### src/sv/pgdm_pkg.sv
`timescale 1ns / 1ps
// ----------------------------------------------------------------------------
// pgdm_pkg: shared types and constants of the power-good debounce monitor
// Request payloads, result payloads, command codes and register indexes.
// ----------------------------------------------------------------------------
package pgdm_pkg;

  localparam int MAX_RAILS = 16;            // rails with a debounce counter
  localparam int PG_W      = 16;            // width of the power-good field
  localparam int RAIL_W    = 4;             // width of a rail index
  localparam int RC_W      = 5;             // width of rail_count
  localparam int CNT_W     = 8;             // width of one low counter
  localparam int CFG_W     = 8;             // widest register
  localparam int CFG_IDX_W = 1;             // register index width

  // request kinds
  typedef enum logic [1:0] {
    KIND_POLL   = 2'd0,
    KIND_ARM    = 2'd1,
    KIND_DISARM = 2'd2
  } kind_t;

  // register indexes
  typedef enum logic [CFG_IDX_W-1:0] {
    CFG_RAIL_COUNT = 1'b0,
    CFG_DEBOUNCE   = 1'b1
  } cfg_idx_t;

  localparam logic [RC_W-1:0]  RAIL_COUNT_RST = RC_W'(16);
  localparam logic [CNT_W-1:0] DEBOUNCE_RST   = CNT_W'(3);
  localparam logic [CNT_W-1:0] CNT_MAX        = '1;

  typedef struct packed {
    logic [1:0]      kind;
    logic [PG_W-1:0] pg_levels;
  } in_t;

  typedef struct packed {
    logic              fault;
    logic [RAIL_W-1:0] fault_rail;
    logic              armed;
  } out_t;

  typedef logic [MAX_RAILS-1:0][CNT_W-1:0] cnt_arr_t;

endpackage

### src/sv/pgdm_step.sv
`timescale 1ns / 1ps
// ----------------------------------------------------------------------------
// pgdm_step: one-request update of the rail counters and armed flag
// Parallel per-rail counter update with a lowest-index fault priority pick.
// ----------------------------------------------------------------------------
module pgdm_step (
  input  pgdm_pkg::in_t                    req,
  input  logic                             armed,
  input  pgdm_pkg::cnt_arr_t               counts,
  input  logic [pgdm_pkg::RC_W-1:0]        rail_count,
  input  logic [pgdm_pkg::CNT_W-1:0]       debounce_polls,
  output pgdm_pkg::out_t                   res,
  output pgdm_pkg::cnt_arr_t               counts_nxt
);
  import pgdm_pkg::*;

  logic [RC_W-1:0]      n_scan;
  logic [MAX_RAILS-1:0] scan;
  logic [MAX_RAILS-1:0] low;
  logic [MAX_RAILS-1:0] hit;
  logic [MAX_RAILS-1:0] first_hit;
  logic [MAX_RAILS-1:0] upd;
  cnt_arr_t             inc;
  cnt_arr_t             poll_cnt;
  logic [RAIL_W-1:0]    hit_idx;
  logic                 arm_ok;

  assign n_scan = (rail_count > RC_W'(MAX_RAILS)) ? RC_W'(MAX_RAILS) : rail_count;
  assign arm_ok = (rail_count != '0) && (rail_count <= RC_W'(MAX_RAILS));

  for (genvar i = 0; i < MAX_RAILS; i++) begin : g_rail
    if (i < PG_W) begin : g_pg
      assign low[i] = ~req.pg_levels[i];
    end else begin : g_nopg
      assign low[i] = 1'b1;   // rails past the PG field read low
    end
    assign scan[i] = RC_W'(i) < n_scan;
    assign inc[i]  = (counts[i] == CNT_MAX) ? counts[i] : counts[i] + CNT_W'(1);
    assign hit[i]  = scan[i] & low[i] & (inc[i] >= debounce_polls);
    assign poll_cnt[i] = (scan[i] & upd[i]) ? (low[i] ? inc[i] : '0) : counts[i];
  end

  // isolate lowest fault; rails above it keep their counts
  assign first_hit = hit & (~hit + MAX_RAILS'(1));
  assign upd       = (hit == '0) ? '1 : (first_hit | (first_hit - MAX_RAILS'(1)));

  always_comb begin
    hit_idx = '0;
    for (int i = 0; i < MAX_RAILS; i++) begin
      if (first_hit[i]) begin
        hit_idx = hit_idx | RAIL_W'(i);
      end
    end
  end

  always_comb begin
    res        = '0;
    res.armed  = armed;
    counts_nxt = counts;
    case (req.kind)
      KIND_ARM: begin
        if (arm_ok) begin
          counts_nxt = '0;
          res.armed  = 1'b1;
        end
      end
      KIND_DISARM: begin
        res.armed = 1'b0;
      end
      KIND_POLL: begin
        if (armed) begin
          counts_nxt = poll_cnt;
          if (hit != '0) begin
            res.fault      = 1'b1;
            res.fault_rail = hit_idx;
            res.armed      = 1'b0;
          end
        end
      end
      default: begin
      end
    endcase
  end

endmodule

### src/sv/power_good_debounce_monitor.sv
`timescale 1ns / 1ps
// ----------------------------------------------------------------------------
// power_good_debounce_monitor: debounced power-good loss detector
// Per-rail low counters, arm/disarm control and one-shot fault report.
// ----------------------------------------------------------------------------
// Usage:
//   in_valid/in_stall/in_data carry requests: poll (PG levels), arm, disarm.
//   out_valid/out_stall/out_data carry one result per request: fault flag,
//   failing rail index and the armed flag after that request.
//   cfg_we/cfg_index/cfg_wdata write rail_count (index 0) and
//   debounce_polls (index 1); write only while no request is in flight.
// Order: an accepted request sits in the input register, and its result is
//   then registered in the result register, from which it can be taken.
// Throughput: one request per cycle unless out_stall holds a result; every
//   rail counter and the priority pick of the lowest faulting rail update
//   together in one step between the input register and the result register.
// Reset (rst_n low, synchronous): both channels empty, counters zero,
//   block disarmed, rail_count 16, debounce_polls 3.
// Stall: while out_stall holds a result, the input register still fills
//   once; in_stall rises only when both registers are occupied.
// ----------------------------------------------------------------------------
module power_good_debounce_monitor (
  input  logic                          clk,
  input  logic                          rst_n,
  input  logic                          in_valid,
  output logic                          in_stall,
  input  pgdm_pkg::in_t                 in_data,
  output logic                          out_valid,
  input  logic                          out_stall,
  output pgdm_pkg::out_t                out_data,
  input  logic                          cfg_we,
  input  logic [pgdm_pkg::CFG_IDX_W-1:0] cfg_index,
  input  logic [pgdm_pkg::CFG_W-1:0]    cfg_wdata
);
  import pgdm_pkg::*;

  // input register
  logic     in_valid_r;
  in_t      in_data_r;
  // result register
  logic     out_valid_r;
  out_t     out_data_r;
  // block state
  logic     armed_r;
  cnt_arr_t counts_r;
  // configuration
  logic [RC_W-1:0]  rail_count_r;
  logic [CNT_W-1:0] debounce_r;

  out_t     res_nxt;
  cnt_arr_t counts_nxt;
  logic     advance;
  logic     accept;

  // result register frees up when empty or being taken
  assign advance  = ~out_valid_r | ~out_stall;
  assign in_stall = in_valid_r & ~advance;
  assign accept   = in_valid & ~in_stall;

  pgdm_step u_step (
    .req            (in_data_r),
    .armed          (armed_r),
    .counts         (counts_r),
    .rail_count     (rail_count_r),
    .debounce_polls (debounce_r),
    .res            (res_nxt),
    .counts_nxt     (counts_nxt)
  );

  always_ff @(posedge clk) begin
    if (!rst_n) begin
      in_valid_r   <= 1'b0;
      out_valid_r  <= 1'b0;
      armed_r      <= 1'b0;
      counts_r     <= '0;
      rail_count_r <= RAIL_COUNT_RST;
      debounce_r   <= DEBOUNCE_RST;
    end else begin
      if (cfg_we) begin
        case (cfg_index)
          CFG_RAIL_COUNT: rail_count_r <= cfg_wdata[RC_W-1:0];
          CFG_DEBOUNCE:   debounce_r   <= cfg_wdata[CNT_W-1:0];
          default: begin
          end
        endcase
      end
      if (advance) begin
        out_valid_r <= in_valid_r;
        if (in_valid_r) begin
          armed_r  <= res_nxt.armed;
          counts_r <= counts_nxt;
        end
      end
      if (!in_stall) begin
        in_valid_r <= in_valid;
      end
    end
  end

  // payload registers, no reset
  always_ff @(posedge clk) begin
    if (accept) begin
      in_data_r <= in_data;
    end
    if (advance && in_valid_r) begin
      out_data_r <= res_nxt;
    end
  end

  assign out_valid = out_valid_r;
  assign out_data  = out_data_r;

endmodule

### config.mk
export PLATFORM = sky130hd
export DESIGN_NAME = power_good_debounce_monitor
export DESIGN_NICKNAME = d
export VERILOG_FILES = /design/src/sv/pgdm_pkg.sv /design/src/sv/pgdm_step.sv /design/src/sv/power_good_debounce_monitor.sv
export SDC_FILE = /design/constraint.sdc
export NUM_CORES = 1
export LEC_CHECK = 0
export BUFFER_PORTS_ARGS = -buffer_cell sky130_fd_sc_hd__buf_2
export CAP_MARGIN = 0
export CORE_UTILIZATION = 60
export DETAILED_ROUTE_END_ITERATION = 16
export PLACE_DENSITY = 0.86
export SLEW_MARGIN = 20
export SYNTH_ARGS = -nofsm -noshare
export SYNTH_HDL_FRONTEND = slang
export SYNTH_SLANG_ARGS = --single-unit
### constraint.sdc
create_clock -name clk -period 5 [get_ports clk]
set_clock_uncertainty 0.1 [all_clocks]
set_input_delay 0.25 -clock clk [delete_from_list [all_inputs] [get_ports clk]]
set_output_delay 0.25 -clock clk [all_outputs]
set_load 0.005 [all_outputs]
### Word level (Yosys, flattened, before mapping)

Cells that the tools add are included.

| word-level totals | value |
|---|---|
| output and inout bits | 8 |
| input port bits | 32 |
| flip-flop bits (word level) | 168 |

| cells by class | value |
|---|---|
| eq/ne operators | 36 |
| $add $sub $neg | 18 |
| muxes and demuxes | 72 |
| reductions and logical operators | 28 |
| magnitude comparators | 34 |
| bitwise operators | 75 |

Operator list:

| operator | number |
|---|---|
| $mux 8 | 48 |
| $mux 128 | 2 |
| $pmux 128 s2 | 1 |
| $add 8x1->8 const B | 16 |
| $eq 8x8->1 const B | 16 |
| $ge 8x8->1 | 16 |
| $reduce_and 6->1 | 16 |
| $and 1x1->1 | 50 |
| $lt 4x5->1 const A | 8 |
| $ne 2x1->1 const B | 17 |
| $mux 4 | 8 |
| $not 1->1 | 21 |
| $lt 3x5->1 const A | 4 |
| $add 16x1->16 const B | 1 |
| $and 16x16->16 | 1 |
| $logic_not 16->1 | 1 |
| $mux 16 | 1 |
| $not 16->16 | 1 |
| $or 16x16->16 | 1 |
| $reduce_bool 16->1 | 1 |
| $sub 16x1->16 const B | 1 |
| $mux 3 | 4 |
| $lt 1x5->1 const A | 2 |
| $lt 2x5->1 const A | 2 |
| 17 further kinds | 24 |

### Longest topological paths before layout

| logic depth | value |
|---|---|
| depth after elaboration | 26 |
| depth in mapped cells | 18 |
| gate-level depth less buffers | 16 |

### Cells and area by module

Synthesis repeated with hierarchy kept, for this count alone.

| second synthesis, totals | value |
|---|---|
| cell total of the unflattened synthesis | 1,825 |
| area, all modules | 14,975.6 um^2 |

Modules (own cells, without submodules):

| module | cells each | area an instance (um^2) | instances |
|---|---|---|---|
| pgdm_step | 1,167 | 8,039.0 | 1 |
| power_good_debounce_monitor | 658 | 6,936.7 | 1 |

### Worst setup path after synthesis

No wires, ideal clock.

| path | value |
|---|---|
| path type | flip-flop to flip-flop |
| start | register counts_r[16] in the netlist's numbering |
| end | register counts_r[122] in the netlist's numbering |
| data required time | 4,841 ps |
| slack | 1,159 ps |
| arrival time | 3,683 ps |
| library setup time | 59 ps |
| cell stages (with the launch flop) | 18 |
| path through | dfxtp_1 ha_1 nand2_1 or3_1 clkbuf_1 nor2b_1 nand3_1 xnor2_1 ha_1 and3_1 a221oi_1 o31ai_1 a22oi_4 nand4_4 buf_6 or4b_4 nor2_1 o22a_1 |

| between the ends | value |
|---|---|
| word-level cells in the longest chain between the ends | 13 |

Ends and longest elaborated chain:

| element | RTL line | text |
|---|---|---|
| start, declared | power_good_debounce_monitor.sv:45 | `cnt_arr_t counts_r;` |
| start signal, assigned | power_good_debounce_monitor.sv:91 | `counts_r <= counts_nxt;` |
| $add 8x1->8 / $eq 8x8->1 (equally long branches) | pgdm_step.sv:38 | `assign inc[i] = (counts[i] == CNT_MAX) ? counts[i] : counts[i] + CNT_W'(1);` |
| $mux 8 * | pgdm_step.sv:38 |  |
| $ge 8x8->1 * | pgdm_step.sv:39 | `assign hit[i] = scan[i] & low[i] & (inc[i] >= debounce_polls);` |
| $and 1x1->1 * | pgdm_step.sv:39 |  |
| $not 16->16 | pgdm_step.sv:44 | `assign first_hit = hit & (~hit + MAX_RAILS'(1));` |
| $add 16x1->16 | pgdm_step.sv:44 |  |
| $and 16x16->16 | pgdm_step.sv:44 |  |
| $sub 16x1->16 | pgdm_step.sv:45 | `assign upd = (hit == '0) ? '1 : (first_hit \| (first_hit - MAX_RAILS'(1)));` |
| $or 16x16->16 | pgdm_step.sv:45 |  |
| $mux 16 * | pgdm_step.sv:45 |  |
| $and 1x1->1 * | pgdm_step.sv:40 | `assign poll_cnt[i] = (scan[i] & upd[i]) ? (low[i] ? inc[i] : '0) : counts[i];` |
| $ne 2x1->1 (no line) * | n/a |  |
| $reduce_and 6->1 (no line) * | n/a |  |

Every way passes the cells marked *; elsewhere a longest branch is shown, timed or not.
A chain may end at the register's enable or synchronous reset.

### Worst setup path after layout

| path | value |
|---|---|
| start | register counts_r[72] in the netlist's numbering |
| end | register counts_r[127] in the netlist's numbering |

The elaborated chain is that of the path after synthesis.

==> flow_summary_export.csv <==
group,metric,value,unit
status,status,"completed",
synth,yosysWarnings,0,
synth,async_reset_ff_frac,0,
placed_design,globalplace.congestion,0.922,
synth,synth_cell_types,85,
synth,syn_area,0.0124,mm2
critical_path,cp_max_fo,9,
clocking,clk_pin_slew_worst_paths,0.07,ns
floorplanning,die_area,0.0212,mm2
critical_path,end_kind,"flop",
clocking,cts_inserted_buffers,17,
placed_design,place_ws,0.665,ns
sta,fin_ws,0.457,ns
grt,grt_pass1_wl,54400,um
grt,use_met2,0.530,
drt,drt-pass1-iter-count,6,
sta,finalHoldViolations,0,
drt,drtAntennaViolNets,0,
finish,fill_cells,1572,
floorplanning,die_h,146,um
drt,avgViaCountPerCell,6.37,
clocking,root_buffer,"clkbuf_16",
grt,grtUsageMet1,0.393,
finish,antenna_cells,0,
pwr,seqPwrFrac,0.452,
finish,fin_area,0.0137,mm2
placed_design,dp_hpwl,23100,um
drt,wirelength,33500,um
sta,timing.final.crit_period,4.54,ns
synth,ys_ff_latch,168,
finish,syn2layout_area_growth,11.0,%
grt,grt_pass1_vias,11200,
pwr,p_per_area,227,mW/mm2
sta,slew-limit-headroom,0.262,
critical_path,worst-setup-path-type,"reg -> reg",
clocking,clkLatencyLatePin,0.45,ns
synth,synthFlopType,"dfxtp_1",
pwr,ir_drop,0.212,mV
sta,fin_crit_sh,0.909,
grt,grt_usage,0.317,
grt,grt_busiest_layer,"met2",
sta,rsz0062_at_grt,"no",
floorplanning,dieWidth,146,um
placed_design,io_buffers,39,
pwr,swShare,0.290,
pwr,comb_power_share,0.125,
critical_path,worstPathRequired,5.24,ns
critical_path,cp-start-kind,"flop",
synth,syn_inst,1499,
worst_hold_path,min_from,"rst_n",
finish,most-common-layout-cells,"nand2_1 (190), nor2_1 (168), ha_1 (145)",
grt,overflow,0,
finish,nets,1739,
pwr,p_int,2.21,mW
synth,syn_avg_cell_area,8.24,um2
sta,timing.fmax,220,MHz
drt,first_iter_violations,986,
grt,antenna_found_initial,0,
synth,synth-edff-count,24,
drt,drc_errors,0,
grt,grtUsageMet3,0.0618,
floorplanning,initial_core_util,0.611,
floorplanning,ios,40,
drt,vias,11700,
critical_path,crit_start,"counts_r[72]$_SDFFE_PN0P_",
placed_design,place_area,0.0129,mm2
clocking,clk_path_buf_depth,2,
clocking,clock-sinks,168,
run,maxCapViolCount,0,
pwr,leakagePower,5.59,nW
critical_path,worstReg2RegStart,"counts_r[72]$_SDFFE_PN0P_",
drt,wire_per_inst,18.1,um
grt,grt_max_degree,54,
pwr,power,3.12,mW
sta,setup_viol,0,
finish,final_layout_size_suffix_gt1_frac,0.0902,
sta,finalMaxSlewViolations,0,
clocking,cts.htree.levels,4,
critical_path,critPathArrivalTime,4.78,ns
synth,ys_seq_area_frac,0.292,
synth,syn_nets,1676,
clocking,cts_tree,"built",
finish,mostFrequentLayoutCell,"nand2_1",
pwr,power_frac_clock,0.423,
sta,fin_tns_setup,0,ns
sta,tightest_slew,1.11,ns
clocking,cts_setup_buffers,0,
worst_hold_path,hp-class,"in -> reg",
floorplanning,core,0.0202,mm2
pwr,switching_power,0.906,mW
floorplanning,placementRows,52,
==> final cells by class <==
type / instances / area (um2) / share of cell area
Tap cell: 270 / 338 / 0.0246
Sequential cell: 168 / 3600 / 0.263
Timing Repair Buffer: 86 / 618 / 0.0451
Inverter: 28 / 105 / 0.00766
Clock inverter: 14 / 128 / 0.00930
Multi-Input combinational cell: 1261 / 8470 / 0.618
Clock buffer: 18 / 450 / 0.0328
==> what timing repair did <==
action	in CTS	in global routing
gates resized for setup	0	0
hold endpoints to repair	29	0
hold buffers	28	0
setup endpoints to repair	0	0
==> Yosys cell counts (all sizes together), types with 13 or more instances <==
| library cell | number | area share |
|---|---|---|
| o31ai | 13 | 0.0079 |
| and3 | 32 | 0.016 |
| xnor2 | 56 | 0.040 |
| a2111oi | 13 | 0.010 |
| o21ai | 76 | 0.031 |
| inv | 28 | 0.0085 |
| nand3 | 76 | 0.031 |
| nor2 | 172 | 0.054 |
| clkbuf | 30 | 0.0091 |
| mux2i | 43 | 0.035 |
| nor4 | 15 | 0.0088 |
| o21a | 28 | 0.017 |
| nor2b | 19 | 0.010 |
| nor3 | 31 | 0.013 |
| nand2b | 28 | 0.014 |
| edfxtp | 24 | 0.058 |
| dfxtp | 144 | 0.23 |
| nand4 | 36 | 0.019 |
| ha | 145 | 0.15 |
| mux2 | 17 | 0.015 |
| nand2 | 190 | 0.058 |
| and2 | 20 | 0.010 |
| a21oi | 97 | 0.040 |
==> metal layers <==
layer	wire length, um	up-vias
met4	1440	0
met5	0	-
met2	15700	517
met1	13700	5478
met3	2650	115
li1	-	5637
==> cell families (layout without fill, tap and decap cells) <==
group	Yosys count	after routing	share of synthesized area
compound gates	340	340	0.187
xor+xnor	62	62	0.0439
fa+ha+maj	145	145	0.147
buf+inv	70	146	0.0229
flops	168	168	0.292
mux	60	60	0.0503
simple gates	654	654	0.257
==> per-stage QoR <==
step                hold slack [ns]  utilization  cells
floorplan                     0.249            -   1499
global placement              0.326        0.635   1785
detailed placement            0.328        0.635   1785
CTS                           0.105        0.678   1845
global route                  0.134        0.678   1845
finish                        0.125        0.678   1845
==> path summary, 6_finish.rpt <==
kind | endpoint | slack [ns] | cells past startpoint
setup / recovery | counts_r[127]$_SDFFE_PN0P_ | 0.46 | 14
hold / removal | counts_r[23]$_SDFFE_PN0P_ | 0.13 | 2
setup reg to reg | counts_r[127]$_SDFFE_PN0P_ | 0.46 | 14
hold reg to reg | debounce_r[4]$_SDFFE_PN0P_ | 0.36 | 2
==> power groups by stage <==
stage / Sequential (mW) / Combinational [mW] / Clock [mW]
global placement: 1.44 / 0.348 / 0
floorplan: 1.43 / 0.252 / 0
detailed placement: 1.44 / 0.359 / 0
finish: 1.41 / 0.389 / 1.32
global route: 1.41 / 0.418 / 1.39
CTS: 1.41 / 0.379 / 1.33
==> worst max-delay path, cell delays in order (launching register included) <==
cell	delay (ns)
dfxtp_1	0.43
ha_1	0.23
nand2_1	0.10
nor2_1	0.17
nand3_1	0.28
xnor2_1	0.28
ha_1	0.26
nand2b_1	0.15
a2111oi_1	0.49
o41ai_1	0.20
a22oi_1	0.47
nand3_2	0.33
nor3_2	0.40
o21ai_1	0.28
a32o_1	0.29
==> flip-flops by register name, indices dropped and copies added (netlist names) <==
name          cells
counts_r        128
in_data_r        18
debounce_r        8
out_data          6
rail_count_r      5
armed_r           1
in_valid_r        1
out_valid         1
Power figures use the tool's default switching activity.
